[src/hdl/clr_pkg.sv]
`default_nettype none

package clr_pkg;

  localparam int SAMPLE_W = 24;
  localparam int RATIO_W = 29;
  localparam logic [RATIO_W-1:0] RATIO_RESET = 29'h100_0000;

  // Upper bound on interpolated outputs produced by one source sample.
  localparam int MAX_UPSAMPLE = 16;
  localparam int CNT_W = $clog2(MAX_UPSAMPLE + 1);

  // Datapath operations issued by the controller, at most one per cycle.
  typedef enum logic [3:0] {
    OP_NONE,
    OP_START,
    OP_PROD,
    OP_EXPAND,
    OP_SCALE,
    OP_COEF,
    OP_WEIGHT,
    OP_SUM,
    OP_EMIT,
    OP_FINISH
  } dp_op_t;

  typedef struct packed {
    dp_op_t op;
    logic   last;
  } dp_cmd_t;

  typedef struct packed {
    logic below;
    logic next_below;
  } dp_status_t;

endpackage

`default_nettype wire

[src/hdl/clr_ctrl.sv]
`default_nettype none

module clr_ctrl import clr_pkg::*; (
  input  logic       clk,
  input  logic       rst,
  input  logic       in_valid,
  output logic       in_ready,
  output logic       out_valid,
  input  logic       out_ready,
  input  dp_status_t status,
  output dp_cmd_t    cmd
);

  typedef enum logic [3:0] {
    S_IDLE,
    S_CHECK,
    S_PROD,
    S_EXPAND,
    S_SCALE,
    S_COEF,
    S_WEIGHT,
    S_SUM,
    S_EMIT,
    S_FINISH
  } state_t;

  state_t           state, state_next;
  logic [CNT_W-1:0] cnt, cnt_next;
  logic             out_valid_next;
  logic             slot_free;
  logic             more;

  assign in_ready = (state == S_IDLE);

  always_comb begin
    slot_free = !out_valid || out_ready;
    // Another output follows if the advanced position is still in the
    // window and the per-input output limit has not been reached.
    more = status.next_below && (cnt != CNT_W'(MAX_UPSAMPLE - 1));
    state_next = state;
    cnt_next = cnt;
    out_valid_next = out_valid && !out_ready;
    cmd.op = OP_NONE;
    cmd.last = 1'b0;
    unique case (state)
      S_IDLE: begin
        if (in_valid) begin
          cmd.op = OP_START;
          cnt_next = '0;
          state_next = S_CHECK;
        end
      end
      S_CHECK:  state_next = status.below ? S_PROD : S_FINISH;
      S_PROD: begin
        cmd.op = OP_PROD;
        state_next = S_EXPAND;
      end
      S_EXPAND: begin
        cmd.op = OP_EXPAND;
        state_next = S_SCALE;
      end
      S_SCALE: begin
        cmd.op = OP_SCALE;
        state_next = S_COEF;
      end
      S_COEF: begin
        cmd.op = OP_COEF;
        state_next = S_WEIGHT;
      end
      S_WEIGHT: begin
        cmd.op = OP_WEIGHT;
        state_next = S_SUM;
      end
      S_SUM: begin
        cmd.op = OP_SUM;
        state_next = S_EMIT;
      end
      S_EMIT: begin
        if (slot_free) begin
          cmd.op = OP_EMIT;
          cmd.last = !more;
          out_valid_next = 1'b1;
          cnt_next = cnt + CNT_W'(1);
          state_next = more ? S_PROD : S_FINISH;
        end
      end
      S_FINISH: begin
        cmd.op = OP_FINISH;
        state_next = S_IDLE;
      end
      default: state_next = S_IDLE;
    endcase
  end

  always_ff @(posedge clk) begin
    if (rst) begin
      state <= S_IDLE;
      cnt <= '0;
      out_valid <= 1'b0;
    end else begin
      state <= state_next;
      cnt <= cnt_next;
      out_valid <= out_valid_next;
    end
  end

  a_cnt_bound: assert property (@(posedge clk) disable iff (rst)
    cnt <= CNT_W'(MAX_UPSAMPLE))
    else $error("output count exceeded the per-input limit");

  a_limit_is_last: assert property (@(posedge clk) disable iff (rst)
    (cmd.op == OP_EMIT && cnt == CNT_W'(MAX_UPSAMPLE - 1)) |-> cmd.last)
    else $error("output at the per-input limit not flagged as last");

  a_valid_from_emit: assert property (@(posedge clk) disable iff (rst)
    $rose(out_valid) |-> $past(cmd.op == OP_EMIT))
    else $error("output valid rose without an emit");

  a_check_fresh: assert property (@(posedge clk) disable iff (rst)
    (state == S_CHECK) |-> (cnt == '0))
    else $error("output count not cleared at start of an input");

endmodule

`default_nettype wire

[config.mk]
export PLATFORM = sky130hd
export DESIGN_NAME = clr_ctrl
export DESIGN_NICKNAME = d
export VERILOG_FILES = /design/src/hdl/clr_pkg.sv /design/src/hdl/clr_ctrl.sv
export SDC_FILE = /design/constraint.sdc
export NUM_CORES = 1
export LEC_CHECK = 0
export BUFFER_PORTS_ARGS = -buffer_cell sky130_fd_sc_hd__buf_2
export CAP_MARGIN = 30
export CORE_ASPECT_RATIO = 0.9
export CORE_MARGIN = 2
export CORE_UTILIZATION = 42
export CTS_CLUSTER_DIAMETER = 40
export DETAILED_ROUTE_END_ITERATION = 8
export SLEW_MARGIN = 20
export SYNTH_ARGS = -nofsm -noshare
export SYNTH_HDL_FRONTEND = slang
export SYNTH_SLANG_ARGS = --single-unit
[constraint.sdc]
create_clock -name clk -period 2.64 [get_ports clk]
set_input_delay 0.132 -clock clk [delete_from_list [all_inputs] [get_ports clk]]
set_output_delay 0.132 -clock clk [all_outputs]
set_load 0.005 [all_outputs]
==> impl_results.md <==
* Status: complete, no violations
* Post-Route M1 WL at 676 um
* Die Y-Extent at roughly 40 um
* Mean Syn Cell Area at between 8 and 9 um^2
* Total of max-cap violations at 0
* Hold buffer count at cts at 0
* Clk root buf: clkbuf_4
* Synthesized Nets at between 80 and 90
* Reg2reg end: cnt[3]
* Final antenna-violating net count at 0
* Yosys warns at 0
* Lkg Pwr at 0.289 nW
* Top layer in use: met4
* Most frequent cells in the layout: nor2_1 (12), buf_2 (12), dfxtp_1 (10)
* Largest net degree at the start of global routing at 17
* Final wirelength at 1250 um
* Nets at 96
* Slowest CP cell: dfxtp_1
* RD Place Congestion at 0.780
* DP HPWL at between 900 and 1000 um
* Min-delay worst type: in -> reg
* Worst-path clk slew at 0.08 ns
* Yosys cell types at 34
* Die X-Extent at about 44 um
* R2R Path Start: state[1]
* Top Family by Delay on Critical Path: simple AND/OR/NAND/NOR gates
* Syn Inst Count at between 70 and 80
* Fmax at 521 MHz
* DRC violations left at 0
* Sequential fraction of the synthesis area at approximately 33%
* Final setup fails at 0
* Hold Path Cell Cnt at 2
* Total track usage at 16.0%
* Critical Path Source Type: flip-flop
* Core ar. at between 1000 and 1500 um^2
* Fin. Hold Viols at 0
* Aggregate global routing overflow at 0
* Worst Hold End: cnt[0]
* Post-Syn Area at around 610 um^2
* Synth-to-Final Area Change at 14.4%
* Maximum fanout along the worst path at 16
* WL/cell at ~12 um
* Post-CTS Setup Inserts at 0
* RSZ-0062 raised after global routing: no
* Slew Limit Fails at 0
* CTS Sinks at 10
* Via count at 568
* Synthesis-stage register bit count at 10
* Initial detailed-routing violation count at 18
* Clock Tree Buf Depth at 2
* WP data required at ~2.5 ns
* Fin crit period at between 1.5 and 2 ns
* Crit Path Class: reg -> out
* Met2 wire len at 482 um
* Initial antenna violation count at 0
* Vias in the first global route at ~440
* Row count at 13
* Resize count post-CTS at 0
* Worst-Skew Late Latency at ~0.26 ns
* Setup slack, reg-to-reg at 0.75 ns
* Top-Level Pins at 13
* Met3 WL at just under 80 um
* Initial core utilization at ~43%
* Relative slew slack at roughly two thirds
* WP buf/inv at 1
* Crit-path cells: or4b_1 -> nor3_1 -> buf_2
* Global-route wire length before repair at around 2000 um
* Htree depth at 1
* Diode count at 0
* Maximum vdd drop at 388 uV
* CTS tree: built
* TNS Setup at 0 ns
* Worst reg2reg path depth at 4
* CP Data Arrival Time at roughly 1.8 ns
* PortBufs at 12
* Die ar. at about 1800 um^2
* Via density at around 5.6
* Crit. End Element: output pin
* Max incr delay on CP at ~0.63 ns
* Final core occ at slightly below 50%
* Final period util at slightly above 70%
* Num CTS Buffers at 3
* Worst Hold Launch: rst
* Power Dens Cells at approximately 570 nW/um^2
* Share of layout cells above drive strength 1 at a little over a fifth
* Final Skew at around 0.0019 ns
* TritonRoute pass-1 iters at 4
* Worst Tran Pin Value at a little under 0.5 ns
==> power breakdown <==
group | switching, W | total [W] | internal, W
Clock | 0.0000579 | 0.000141 | 0.0000836
Sequential | 0.0000153 | 0.000173 | 0.000157
Combinational | 0.0000421 | 0.0000832 | 0.0000411
==> through the flow <==
stage,instance area [um^2],total power (W),setup WS (ns),hold WS [ns],std cells
after floorplan,608,0.000237,0.805,0.355,76
after global placement,659,0.000259,0.795,0.432,98
after detailed placement,659,0.000258,0.766,0.435,98
after CTS,696,0.000398,0.733,0.154,102
after global routing,696,0.000417,0.623,0.156,102
final,696,0.000397,0.722,0.152,102
==> sequential cells by signal, indices dropped and copies added, names as in the netlist <==
register	count
cnt	5
out_valid	1
state	4
==> layer usage <==
metal	up-vias	global-route usage, %
li1	292	-
met1	261	23.3
met2	13	21.0
met3	2	5.41
met4	0	6.82
met5	-	0
==> layout make-up <==
| class | instances | area [um^2] |
|---|---|---|
| well taps | 15 | 18.8 |
| repair buffers | 12 | 60.1 |
| clock buffers | 4 | 36.3 |
| multi-input cells | 60 | 377 |
| fillers | 145 | 703 |
| inverters | 1 | 3.75 |
| flip-flops and latches | 10 | 200 |
==> cells in the mapped netlist <==
cell | n | share of area [%]
a211o_1 | 1 | 1.4
a211oi_2 | 1 | 2.1
a21o_1 | 1 | 1.2
a21oi_1 | 4 | 3.3
a22oi_1 | 1 | 1.2
a311oi_1 | 1 | 1.4
a31oi_1 | 1 | 1.0
and2_1 | 2 | 2.1
and3_1 | 1 | 1.0
and3b_1 | 1 | 1.4
buf_1 | 1 | 0.62
buf_2 | 1 | 0.82
buf_6 | 1 | 1.9
clkbuf_1 | 2 | 1.2
dfxtp_1 | 10 | 33
ha_1 | 2 | 4.1
inv_1 | 1 | 0.62
mux2i_1 | 1 | 1.6
nand2_1 | 2 | 1.2
nand2b_1 | 3 | 3.1
nand3_1 | 2 | 1.6
nor2_1 | 12 | 7.4
nor2b_1 | 4 | 4.1
nor3_1 | 7 | 5.8
nor4_1 | 1 | 1.0
o21a_1 | 1 | 1.2
o21ai_1 | 2 | 1.6
o22ai_1 | 1 | 1.0
or2_0 | 1 | 1.0
or3_1 | 1 | 1.0
or3_4 | 2 | 3.7
or4b_1 | 1 | 1.6
xnor2_1 | 2 | 2.9
xor2_1 | 1 | 1.4
==> logic make-up after synthesis <==
group / count (synthesis) / synth area share [%]
compound gates: 14 / 15.6
xor+xnor: 3 / 4.32
fa+ha+maj: 2 / 4.11
buf+inv: 6 / 5.14
flops: 10 / 32.9
mux: 1 / 1.65
simple gates: 40 / 36.2
==> how the worst max path moves through the flow <==
stage / from / to / slack, ns / cells past startpoint
2_1_floorplan: state[1] / cnt[3] / 0.80 / 5
3_3_place_gp: state[1] / cnt[3] / 0.79 / 4
3_5_place_dp: state[1] / cnt[3] / 0.77 / 4
4_1_cts: state[3] / cmd[0] / 0.73 / 3
5_1_grt: state[3] / cmd[0] / 0.62 / 3
6_report: state[3] / cmd[0] / 0.72 / 3
Power figures use the tool's default switching activity.
